===== config.mk =====
export PLATFORM = sky130hd
export DESIGN_NAME = name_keyed_table_store
export DESIGN_NICKNAME = d
export VERILOG_FILES = /design/src/hdl/nkts_pkg.sv /design/src/hdl/name_keyed_table_store.sv /design/src/hdl/nkts_norm.sv
export SDC_FILE = /design/constraint.sdc
export NUM_CORES = 2
export LEC_CHECK = 0
export BUFFER_PORTS_ARGS = -buffer_cell sky130_fd_sc_hd__buf_2
export CAP_MARGIN = 10
export CORE_MARGIN = 3
export CORE_UTILIZATION = 65
export DETAILED_ROUTE_END_ITERATION = 8
export PLACE_DENSITY_LB_ADDON = 0.3
export SLEW_MARGIN = 0
export SYNTH_ARGS = -nofsm -noshare
export SYNTH_HDL_FRONTEND = slang
export SYNTH_SLANG_ARGS = --single-unit

===== constraint.sdc =====
create_clock -name i_clk -period 22.1 [get_ports i_clk]
set_input_delay 3.315 -clock i_clk [delete_from_list [all_inputs] [get_ports i_clk]]
set_output_delay 3.315 -clock i_clk [all_outputs]
set_load 0.01 [all_outputs]

===== src/hdl/nkts_pkg.sv =====
// shared types and codes for the name keyed table store
// no dependencies; imported by every module of the block
`default_nettype none

package nkts_pkg;

    localparam int unsigned KEY_IN_BITS  = 64;
    localparam int unsigned DATA_IN_BITS = 32;

    // request actions
    localparam logic [1:0] ACT_SET   = 2'd0;
    localparam logic [1:0] ACT_GET   = 2'd1;
    localparam logic [1:0] ACT_UNSET = 2'd2;
    localparam logic [1:0] ACT_NOP   = 2'd3;

    // result status codes
    localparam logic [1:0] ST_OK       = 2'd0;
    localparam logic [1:0] ST_FULL     = 2'd1;
    localparam logic [1:0] ST_BADNAME  = 2'd2;
    localparam logic [1:0] ST_NOTFOUND = 2'd3;

    typedef enum logic [2:0] {
        S_IDLE,
        S_NORM,
        S_SCAN,
        S_TAIL,
        S_WB
    } t_state;

    // status from the name normalizer
    typedef struct packed {
        logic done;
        logic bad;
    } t_norm_stat;

endpackage

`default_nettype wire


===== src/hdl/name_keyed_table_store.sv =====
// top level of the name keyed table store: request control, table memories, result register
// depends on nkts_pkg and nkts_norm
`default_nettype none

// Each request (set, get or unset of a short name key) gives exactly one
// result transfer. From its input transfer to its result a request passes
// through the byte-serial name normalizer (eight bytes, one per cycle), the
// scan through the table entries in turn over the single read port of the
// name and data memories, a tail state for the last read to land and a
// write-back state that waits for the result register to be free. A
// request with an empty or too long name, or the unused action code, skips
// the scan. One request is in work at a time; the result register lets the
// next request enter while a result still waits to be taken. Reset clears
// the per-entry valid flags, so the table is empty right after reset with
// no clearing pass.
module name_keyed_table_store #(
    parameter int unsigned TABLE_ENTRIES = 16,
    parameter int unsigned NAME_CHARS    = 8,
    parameter int unsigned DATA_BITS     = 32
) (
    input  wire logic                                i_clk,
    input  wire logic                                i_rst_n,
    // request channel
    input  wire logic                                i_in_valid,
    output logic                                     o_in_stall,
    input  wire logic [1:0]                          i_action,
    input  wire logic [nkts_pkg::KEY_IN_BITS-1:0]    i_name_key,
    input  wire logic [nkts_pkg::DATA_IN_BITS-1:0]   i_write_data,
    // result channel
    output logic                                     o_out_valid,
    input  wire logic                                i_out_stall,
    output logic [1:0]                               o_status,
    output logic [nkts_pkg::DATA_IN_BITS-1:0]        o_read_data
);
    import nkts_pkg::*;

    localparam int unsigned IDX_W      = (TABLE_ENTRIES > 1) ? $clog2(TABLE_ENTRIES) : 1;
    localparam int unsigned KEY_BITS   = 8 * NAME_CHARS;
    localparam int unsigned STORE_BITS = (DATA_BITS < DATA_IN_BITS) ? DATA_BITS : DATA_IN_BITS;

    // table storage: names and data in memories, set flags in flip-flops
    logic [KEY_BITS-1:0]   mem_name [TABLE_ENTRIES];
    logic [STORE_BITS-1:0] mem_data [TABLE_ENTRIES];
    logic [TABLE_ENTRIES-1:0] r_valid;

    t_state r_state, n_state;

    // request held for the whole operation
    logic [1:0]            r_action;
    logic [STORE_BITS-1:0] r_wdata;
    logic                  r_skip;

    // scan pipeline
    logic [IDX_W-1:0]      r_addr;
    logic                  r_chk;
    logic [IDX_W-1:0]      r_chk_addr;
    logic [KEY_BITS-1:0]   r_rd_name;
    logic [STORE_BITS-1:0] r_rd_data;
    logic                  r_rd_valid;

    // scan findings
    logic                  r_found;
    logic [IDX_W-1:0]      r_match_idx;
    logic [STORE_BITS-1:0] r_hit_data;
    logic                  r_free;
    logic [IDX_W-1:0]      r_free_idx;

    // result register
    logic                    r_out_valid;
    logic [1:0]              r_status;
    logic [DATA_IN_BITS-1:0] r_read_data;

    // normalizer link
    t_norm_stat          norm_stat;
    logic [KEY_BITS-1:0] norm_key;

    // control decodes
    logic in_xfer;
    logic out_free;
    logic rd_en;
    logic wb_fire;
    logic last_addr;
    logic hit;

    // write-back decisions
    logic [1:0]              wb_status;
    logic [DATA_IN_BITS-1:0] wb_rdata;
    logic                    wb_write;
    logic                    wb_clear;
    logic [IDX_W-1:0]        wb_idx;

    nkts_norm #(
        .NAME_CHARS (NAME_CHARS)
    ) u_norm (
        .i_clk   (i_clk),
        .i_rst_n (i_rst_n),
        .i_start (in_xfer),
        .i_key   (i_name_key),
        .o_stat  (norm_stat),
        .o_key   (norm_key)
    );

    assign out_free  = !r_out_valid || !i_out_stall;
    assign last_addr = (r_addr == IDX_W'(TABLE_ENTRIES - 1));
    assign in_xfer   = i_in_valid && !o_in_stall;
    assign hit       = r_rd_valid && (r_rd_name == norm_key);

    // next state
    always_comb begin
        n_state = r_state;
        case (r_state)
            S_IDLE: begin
                if (i_in_valid) begin
                    n_state = S_NORM;
                end
            end
            S_NORM: begin
                if (norm_stat.done) begin
                    if (r_action == ACT_NOP || norm_stat.bad) begin
                        n_state = S_WB;
                    end else begin
                        n_state = S_SCAN;
                    end
                end
            end
            S_SCAN: begin
                if (last_addr) begin
                    n_state = S_TAIL;
                end
            end
            S_TAIL: begin
                n_state = S_WB;
            end
            S_WB: begin
                if (out_free) begin
                    n_state = S_IDLE;
                end
            end
            default: begin
                n_state = S_IDLE;
            end
        endcase
    end

    // state outputs
    always_comb begin
        o_in_stall = 1'b1;
        rd_en      = 1'b0;
        wb_fire    = 1'b0;
        case (r_state)
            S_IDLE: o_in_stall = 1'b0;
            S_SCAN: rd_en      = 1'b1;
            S_WB:   wb_fire    = out_free;
            default: begin
                o_in_stall = 1'b1;
            end
        endcase
    end

    // what the write-back does with the scan findings
    always_comb begin
        wb_status = ST_OK;
        wb_rdata  = '0;
        wb_write  = 1'b0;
        wb_clear  = 1'b0;
        wb_idx    = r_found ? r_match_idx : r_free_idx;
        if (r_action == ACT_NOP) begin
            wb_status = ST_OK;
        end else if (r_skip) begin
            wb_status = ST_BADNAME;
        end else begin
            case (r_action)
                ACT_SET: begin
                    if (r_found || r_free) begin
                        wb_write = 1'b1;
                    end else begin
                        wb_status = ST_FULL;
                    end
                end
                ACT_GET: begin
                    if (r_found) begin
                        wb_rdata = DATA_IN_BITS'(r_hit_data);
                    end else begin
                        wb_status = ST_NOTFOUND;
                    end
                end
                ACT_UNSET: begin
                    if (r_found) begin
                        wb_clear = 1'b1;
                    end else begin
                        wb_status = ST_NOTFOUND;
                    end
                end
                default: begin
                    wb_status = ST_OK;
                end
            endcase
        end
    end

    // control registers
    always_ff @(posedge i_clk) begin
        if (!i_rst_n) begin
            r_state     <= S_IDLE;
            r_valid     <= '0;
            r_chk       <= 1'b0;
            r_found     <= 1'b0;
            r_free      <= 1'b0;
            r_out_valid <= 1'b0;
            r_skip      <= 1'b0;
        end else begin
            r_state <= n_state;
            r_chk   <= rd_en;

            if (in_xfer) begin
                r_found <= 1'b0;
                r_free  <= 1'b0;
            end else if (r_chk) begin
                // first match and lowest unset slot win
                if (hit && !r_found) begin
                    r_found <= 1'b1;
                end
                if (!r_rd_valid && !r_free) begin
                    r_free <= 1'b1;
                end
            end

            if (r_state == S_NORM && norm_stat.done) begin
                r_skip <= norm_stat.bad;
            end

            if (wb_fire && wb_write) begin
                r_valid[wb_idx] <= 1'b1;
            end else if (wb_fire && wb_clear) begin
                r_valid[wb_idx] <= 1'b0;
            end

            if (wb_fire) begin
                r_out_valid <= 1'b1;
            end else if (!i_out_stall) begin
                r_out_valid <= 1'b0;
            end
        end
    end

    // payload registers
    always_ff @(posedge i_clk) begin
        if (in_xfer) begin
            r_action <= i_action;
            r_wdata  <= i_write_data[STORE_BITS-1:0];
        end

        if (r_state == S_NORM) begin
            r_addr <= '0;
        end else if (rd_en && !last_addr) begin
            r_addr <= r_addr + IDX_W'(1);
        end

        r_chk_addr <= r_addr;
        r_rd_valid <= r_valid[r_addr];

        if (r_chk && hit && !r_found) begin
            r_match_idx <= r_chk_addr;
            r_hit_data  <= r_rd_data;
        end
        if (r_chk && !r_rd_valid && !r_free) begin
            r_free_idx <= r_chk_addr;
        end

        if (wb_fire) begin
            r_status    <= wb_status;
            r_read_data <= wb_rdata;
        end
    end

    // table memories, one read or one write per cycle
    always_ff @(posedge i_clk) begin
        if (wb_fire && wb_write) begin
            mem_name[wb_idx] <= norm_key;
            mem_data[wb_idx] <= r_wdata;
        end
        if (rd_en) begin
            r_rd_name <= mem_name[r_addr];
            r_rd_data <= mem_data[r_addr];
        end
    end

    assign o_out_valid = r_out_valid;
    assign o_status    = r_status;
    assign o_read_data = r_read_data;

endmodule

`default_nettype wire


===== src/hdl/nkts_norm.sv =====
// byte-serial name normalizer: clears bytes after the first zero byte, flags bad names
// depends on nkts_pkg
`default_nettype none

module nkts_norm #(
    parameter int unsigned NAME_CHARS = 8
) (
    input  wire logic                               i_clk,
    input  wire logic                               i_rst_n,
    input  wire logic                               i_start,
    input  wire logic [nkts_pkg::KEY_IN_BITS-1:0]   i_key,
    output nkts_pkg::t_norm_stat                    o_stat,
    output logic      [8*NAME_CHARS-1:0]            o_key
);
    import nkts_pkg::*;

    localparam int unsigned KEY_BITS = 8 * NAME_CHARS;

    logic [KEY_IN_BITS-1:0] r_sh;
    logic [KEY_IN_BITS-1:0] r_acc;
    logic [2:0]             r_cnt;
    logic                   r_busy;
    logic                   r_ended;
    logic                   r_bad;
    logic                   r_done;

    logic [7:0] cur_byte;
    logic       cur_zero;
    logic       past_limit;

    assign cur_byte   = r_sh[7:0];
    assign cur_zero   = (cur_byte == 8'h00);
    assign past_limit = ({1'b0, r_cnt} >= 4'(NAME_CHARS));

    always_ff @(posedge i_clk) begin
        if (!i_rst_n) begin
            r_busy  <= 1'b0;
            r_done  <= 1'b0;
            r_cnt   <= 3'd0;
            r_ended <= 1'b0;
            r_bad   <= 1'b0;
        end else begin
            r_done <= 1'b0;
            if (i_start) begin
                r_busy  <= 1'b1;
                r_cnt   <= 3'd0;
                r_ended <= 1'b0;
                r_bad   <= 1'b0;
            end else if (r_busy) begin
                if (!r_ended && cur_zero) begin
                    r_ended <= 1'b1;
                    if (r_cnt == 3'd0) begin
                        r_bad <= 1'b1;
                    end
                end
                if (!r_ended && !cur_zero && past_limit) begin
                    r_bad <= 1'b1;
                end
                r_cnt <= r_cnt + 3'd1;
                if (r_cnt == 3'd7) begin
                    r_busy <= 1'b0;
                    r_done <= 1'b1;
                end
            end
        end
    end

    // payload shift lines, one byte per cycle
    always_ff @(posedge i_clk) begin
        if (i_start) begin
            r_sh <= i_key;
        end else if (r_busy) begin
            r_sh  <= {8'h00, r_sh[KEY_IN_BITS-1:8]};
            r_acc <= {(r_ended || cur_zero) ? 8'h00 : cur_byte, r_acc[KEY_IN_BITS-1:8]};
        end
    end

    assign o_stat.done = r_done;
    assign o_stat.bad  = r_bad;
    assign o_key       = r_acc[KEY_BITS-1:0];

endmodule

`default_nettype wire


* Word-level counts from Yosys, hierarchy flattened *
Memories as Yosys holds them, arrays and structs flattened. A register that Yosys moved wholly into a read port is not among the register bits.
Index checks and enable logic that the tools add are counted.

word-level totals
  bits in latches = 0
  memory bits (read-only) = 0
  memory bits (writable) = 1536
  bits of input ports = 102
  bits in registers = 276
  memories kept = 2

memory list
  memory    words  bits a word  rd ports  clocked after Yosys merged registers in  wr ports  RTL line                      text
  mem_name  16     64           1         1                                        1         name_keyed_table_store.sv:42  logic [KEY_BITS-1:0] mem_name [TABLE_ENTRIES];
  mem_data  16     32           1         1                                        1         name_keyed_table_store.sv:43  logic [STORE_BITS-1:0] mem_data [TABLE_ENTRIES];

cells by class
  bitwise gates (word level) = 8
  shift-type cells = 0
  reductions and logical operators = 42
  $lt $le $gt $ge = 3
  equality and inequality tests = 15
  multipliers = 0
  add/subtract/negate cells = 2
  divide/modulo/power cells = 0
  muxes and demuxes = 38

operators by type and width
  operator             count
  $mux 64              2
  $eq 64x64->1         1
  $mux 16              2
  $mux 1               22
  $and 16x16->16       1
  $not 16->16          1
  $or 16x16->16        1
  $mux 3               5
  $pmux 3 s5           1
  $logic_and 1x1->1    14
  $lt 4x5->1 const B   2
  $logic_not 8->1      1
  $reduce_and 2->1     4
  $logic_not 1->1      7
  $eq 3x2->1 const B   2
  $eq 3x3->1 const B   2
  $logic_not 3->1      2
  $ne 2x2->1 const B   3
  $reduce_or 2->1      3
  $not 1->1            5
  $add 4x1->4 const B  1
  $bmux 1 s4           1
  $demux 1 s4          1
  $eq 2x2->1 const B   2
  16 further kinds     22

* Logic depth before layout (Yosys ltp) *
  depth after elaboration = 9
  gate-level depth with buffers = 7

* Modules after synthesis *
Synthesis repeated with hierarchy kept, for this count alone.

second synthesis, totals
  cell total of the unflattened synthesis = 2937
  area total of the unflattened synthesis = 71453.5 µm²

by module, submodules not included
  module                  cells an instance  area an instance (µm²)  instances
  name_keyed_table_store  2691               66442.5                 1
  nkts_norm               246                5011.1                  1

* Worst setup path after synthesis *
Ideal clock, no wire load.

  path type = register -> register
  from = reg r_state[0]
  to = reg r_addr[3]
  path slack = 12249 ps
  period minus slack after synthesis = 9851 ps
  arrival = 9781 ps
  path buffers = 1
  cell stages (with the launch flop) = 6
  cells stage by stage = dfxtp_1 > clkbuf_1 > nor3b_1 > nand2_1 > or3_1 > a21oi_1

on the way
  word-level cells in the longest chain between the ends = 3

RTL lines
  item                    RTL line                       text
  start, declared         name_keyed_table_store.sv:46   t_state r_state, n_state;
  start signal, assigned  name_keyed_table_store.sv:212  r_state <= n_state;
  $eq 3x2->1              name_keyed_table_store.sv:150  case (r_state)
  $mux 1                  name_keyed_table_store.sv:150
  named net rd_en         name_keyed_table_store.sv:80   logic rd_en;
  $logic_and 1x1->1       name_keyed_table_store.sv:255  end else if (rd_en && !last_addr) begin
  end signal, assigned    name_keyed_table_store.sv:256  r_addr <= r_addr + IDX_W'(1);
  end, declared           name_keyed_table_store.sv:54   logic [IDX_W-1:0] r_addr;

The timed path passes the listed nets, and every way through them passes these cells.
A chain may end at the register's enable or synchronous reset.

* Final worst setup path *
  from = in i_out_stall
  to = mem mem_name[11][29] in the netlist's numbering (enable)

on the way
  word-level cells in the longest chain between the ends = 6

RTL lines
  item                          RTL line                       text
  start, declared               name_keyed_table_store.sv:31   input wire logic i_out_stall,
  $logic_not 1->1               --
  $logic_or 1x1->1              name_keyed_table_store.sv:103  assign out_free = !r_out_valid || !i_out_stall;
  $mux 1                        name_keyed_table_store.sv:150
  $logic_and 1x1->1             name_keyed_table_store.sv:278  if (wb_fire && wb_write) begin
  $mux 1                        name_keyed_table_store.sv:278
  $mux 1 (not written as such)  name_keyed_table_store.sv:279  mem_name[wb_idx] <= norm_key;
  end, declared                 name_keyed_table_store.sv:42

Every way passes these cells.

==> flow_metrics.env <==
export IMPL_outcome="finished clean"
export IMPL_hp_class="flop to flop"
export IMPL_rsz0062_at_grt="false"
export IMPL_ctsHoldBuffers=0
export IMPL_htree_levels=4
export IMPL_synth_area_um2=71300
export IMPL_layoutNonFillerInstCount=4715
export IMPL_antenna_found_initial=5
export IMPL_yosys_top_cells_count="edfxtp_1, mux4_2, clkbuf_1, mux2_1, xnor2_1"
export IMPL_worst_slack_ns=15.82
export IMPL_ir_worst_vdd_mv=0.0966
export IMPL_fillers=5332
export IMPL_rows=120
export IMPL_critPathKind="input port to flop"
export IMPL_timing_slew_headroom_pct=15.9
export IMPL_crit_top_cell="buf_4"
export IMPL_grt_max_degree=102
export IMPL_clk_latency_ns=0.81
export IMPL_path_cells="buf_2 > nand2_1 > o2111ai_1 > or2_1 > nor2_4 > buf_4 > buf_4"
export IMPL_worst_slew_pin_slew_ns=1.26
export IMPL_cp_start_kind="input port"
export IMPL_globalplace_congestion=0.799
export IMPL_grt_pass1_wl_um=248000
export IMPL_drive_gt1_share_pct=29.0
export IMPL_layout_nets=3267
export IMPL_placed_area_um2=73800
export IMPL_maxSlewViolCount=0
export IMPL_synthTopCellsByArea="edfxtp_1, mux4_2, dfxtp_1, mux2_1, xnor2_1"
export IMPL_design_area_um2=79500
export IMPL_hold_ws_ns=0.394
export IMPL_p_leak_nw=24.5
export IMPL_dp_hpwl_um=80900
export IMPL_yosysTopAreaCell="edfxtp_1"
export IMPL_syn_area_per_cell_um2=24.5
export IMPL_power_mw=8.70
export IMPL_viasPerCell=7.05
export IMPL_async_flop_share_pct=0
export IMPL_regArea_um2=56900
export IMPL_cts_resized=0
export IMPL_clk_path_buf_depth=3
export IMPL_fin_tns_setup_ns=0
export IMPL_path_buf_inv=3
export IMPL_cts_tree="yes"
export IMPL_crit_slowest_cell="buf_4"
export IMPL_setup_viol=0
export IMPL_synth_edf_count=1868
export IMPL_area_growth_pct=11.5
export IMPL_drtIter0Drc=4797
export IMPL_track_usage_pct=30.9
export IMPL_dr_pass1_iters=5
export IMPL_ys_flop_type="edfxtp_1"
export IMPL_fin_crit_ns=6.28
export IMPL_start_util_pct=66.1
export IMPL_wl_per_cell_um=35.9
export IMPL_grt_ovfl_total=0
export IMPL_yosysSeqAreaShare_pct=79.8
export IMPL_synth_cell_types=46
export IMPL_worstPathRequired_ns=22.50
export IMPL_synthesis_nets=3017
export IMPL_multi_input_area_um2=13900
export IMPL_max_cap_viol_count=0
export IMPL_io_buffers=137
export IMPL_min_period_over_period_pct=28.4
export IMPL_routed_wl_um=169000
export IMPL_core_area_um2=108000
export IMPL_die_x_um=337
export IMPL_syn_inst=2907
export IMPL_yosysMostFrequentCell="edfxtp_1"
export IMPL_dieArea_um2=114000
export IMPL_synth_warnings=0
export IMPL_power_per_cell_area_nw_per_um2=109
export IMPL_endpoint_kind="flop"
export IMPL_drc=0
export IMPL_die_y_um=337
export IMPL_hold_viol_final=0
export IMPL_worst_ep_arrival_time_ns=6.67
export IMPL_cts_root_buf="clkbuf_16"
export IMPL_skew_ns=0.0510
export IMPL_clkTransAtPathRegs_ns=0.06
export IMPL_post_cts_setup_buffers=0
export IMPL_grt_pass1_vias=35100
export IMPL_max_freq_mhz=159
export IMPL_synth_seq_cells=1908
export IMPL_postRouteAntennaNets=0
export IMPL_dpl_cell_count=4378
export IMPL_vias=33200
export IMPL_ios=138
export IMPL_crit_fanout=52
export IMPL_critPathTopFamily="buffers and inverters"
export IMPL_synth_top_area_share_pct=78.7
export IMPL_final_util_pct=73.6
export IMPL_numClockSinks=1908
export IMPL_tritoncts_num_buffers=179
export IMPL_cpPeakStageDelay_ns=0.88
export IMPL_preCtsSetupSlack_ns=15.19
cell type report:
cell class / instances / share of cell area (%)
clock inverter: 103 / 1.23
inverter: 10 / 0.0472
multi-input combinational: 860 / 17.5
sequential: 1908 / 71.6
antenna: 2 / 0.00629
clock buffer: 231 / 5.96
tap: 1403 / 2.21
timing repair buffer: 198 / 1.48
cell families after synthesis:
| logic type | synth area share, % |
|---|---|
| flops | 79.8 |
| compound gates | 0.593 |
| xor+xnor | 0.823 |
| buf+inv | 0.928 |
| mux | 16.2 |
| fa+ha+maj | 0.140 |
| simple gates | 1.48 |
metal layers:
metal,share of wire [%],vias up,routed length (um),GRT usage (%)
met1,35,17600,58900,40.9
li1,-,12900,-,-
met4,4.4,0,7530,13.9
met5,0,-,0,0
met3,8.8,428,14900,5.37
met2,52,2296,88100,51.6
worst paths after layout:
| path | slack [ns] | from | endpoint | cells after the start |
|---|---|---|---|---|
| worst max-delay path | 15.82 | i_out_stall | mem_name[11][29]$_DFFE_PP_ | 7 |
| worst min-delay path | 0.39 | r_rd_data[25]$_DFFE_PP_ | r_hit_data[25]$_DFFE_PP_ | 0 |
| worst max register to register | 16.97 | r_addr[0]$_SDFFE_PP0P_ | r_rd_name[41]$_DFFE_PP_ | 5 |
| worst min register to register | 0.39 | r_rd_data[25]$_DFFE_PP_ | r_hit_data[25]$_DFFE_PP_ | 0 |
report_power, final:
part           leakage (nW)  internal (mW)  switching [mW]
combinational          4.48          0.525           0.581
sequential             17.2           4.33           0.255
clock                  2.78           1.65            1.36
total                  24.5           6.51            2.19
cells in the final DEF (no fill, tap or decap), drive strengths merged, types with 2 or more instances in the layout:
cell / synthesis / routed
o32a: 3 / 3
clkbuf: 71 / 231
nor3b: 5 / 5
clkinv: 0 / 83
and3b: 3 / 3
ha: 8 / 8
or3: 3 / 3
a21boi: 3 / 3
nor2: 32 / 32
clkinvlp: 0 / 4
and2: 3 / 3
dfxtp: 40 / 40
inv: 10 / 16
nor3: 6 / 6
diode: 0 / 2
o21ai: 2 / 2
or2: 5 / 5
nand4: 21 / 21
xnor2: 53 / 53
nor2b: 12 / 12
a31oi: 4 / 4
and3: 43 / 43
mux2: 56 / 56
a21oi: 6 / 6
edfxtp: 1868 / 1868
buf: 58 / 198
nand3: 6 / 6
mux2i: 3 / 3
mux4: 485 / 485
bufinv: 0 / 10
nand2: 15 / 15
xor2: 14 / 14
nor4: 10 / 10
a2bb2oi: 2 / 2
nand2b: 9 / 9
o21a: 34 / 34
nand4b: 4 / 4
or4: 3 / 3
flip-flops by register name (all words and copies together) (netlist names), 2 cells and up, named ones only:
register	count
r_wdata	32
mem_name	1024
o_status	2
r_free_idx	4
r_match_idx	4
r_chk_addr	4
u_norm.o_key	64
o_read_data	32
r_rd_name	64
r_rd_data	32
u_norm.r_cnt	3
r_state	3
r_addr	4
r_hit_data	32
u_norm.r_sh	64
r_action	2
mem_data	512
worst reg2reg max path, stage by stage (launching register included):
cell and delay, ns:
dfxtp_4 0.94, buf_4 0.90, buf_4 0.94, buf_4 0.95
mux4_2 0.67, mux4_2 0.49
Note: power is estimated with default switching activity, not from simulation.
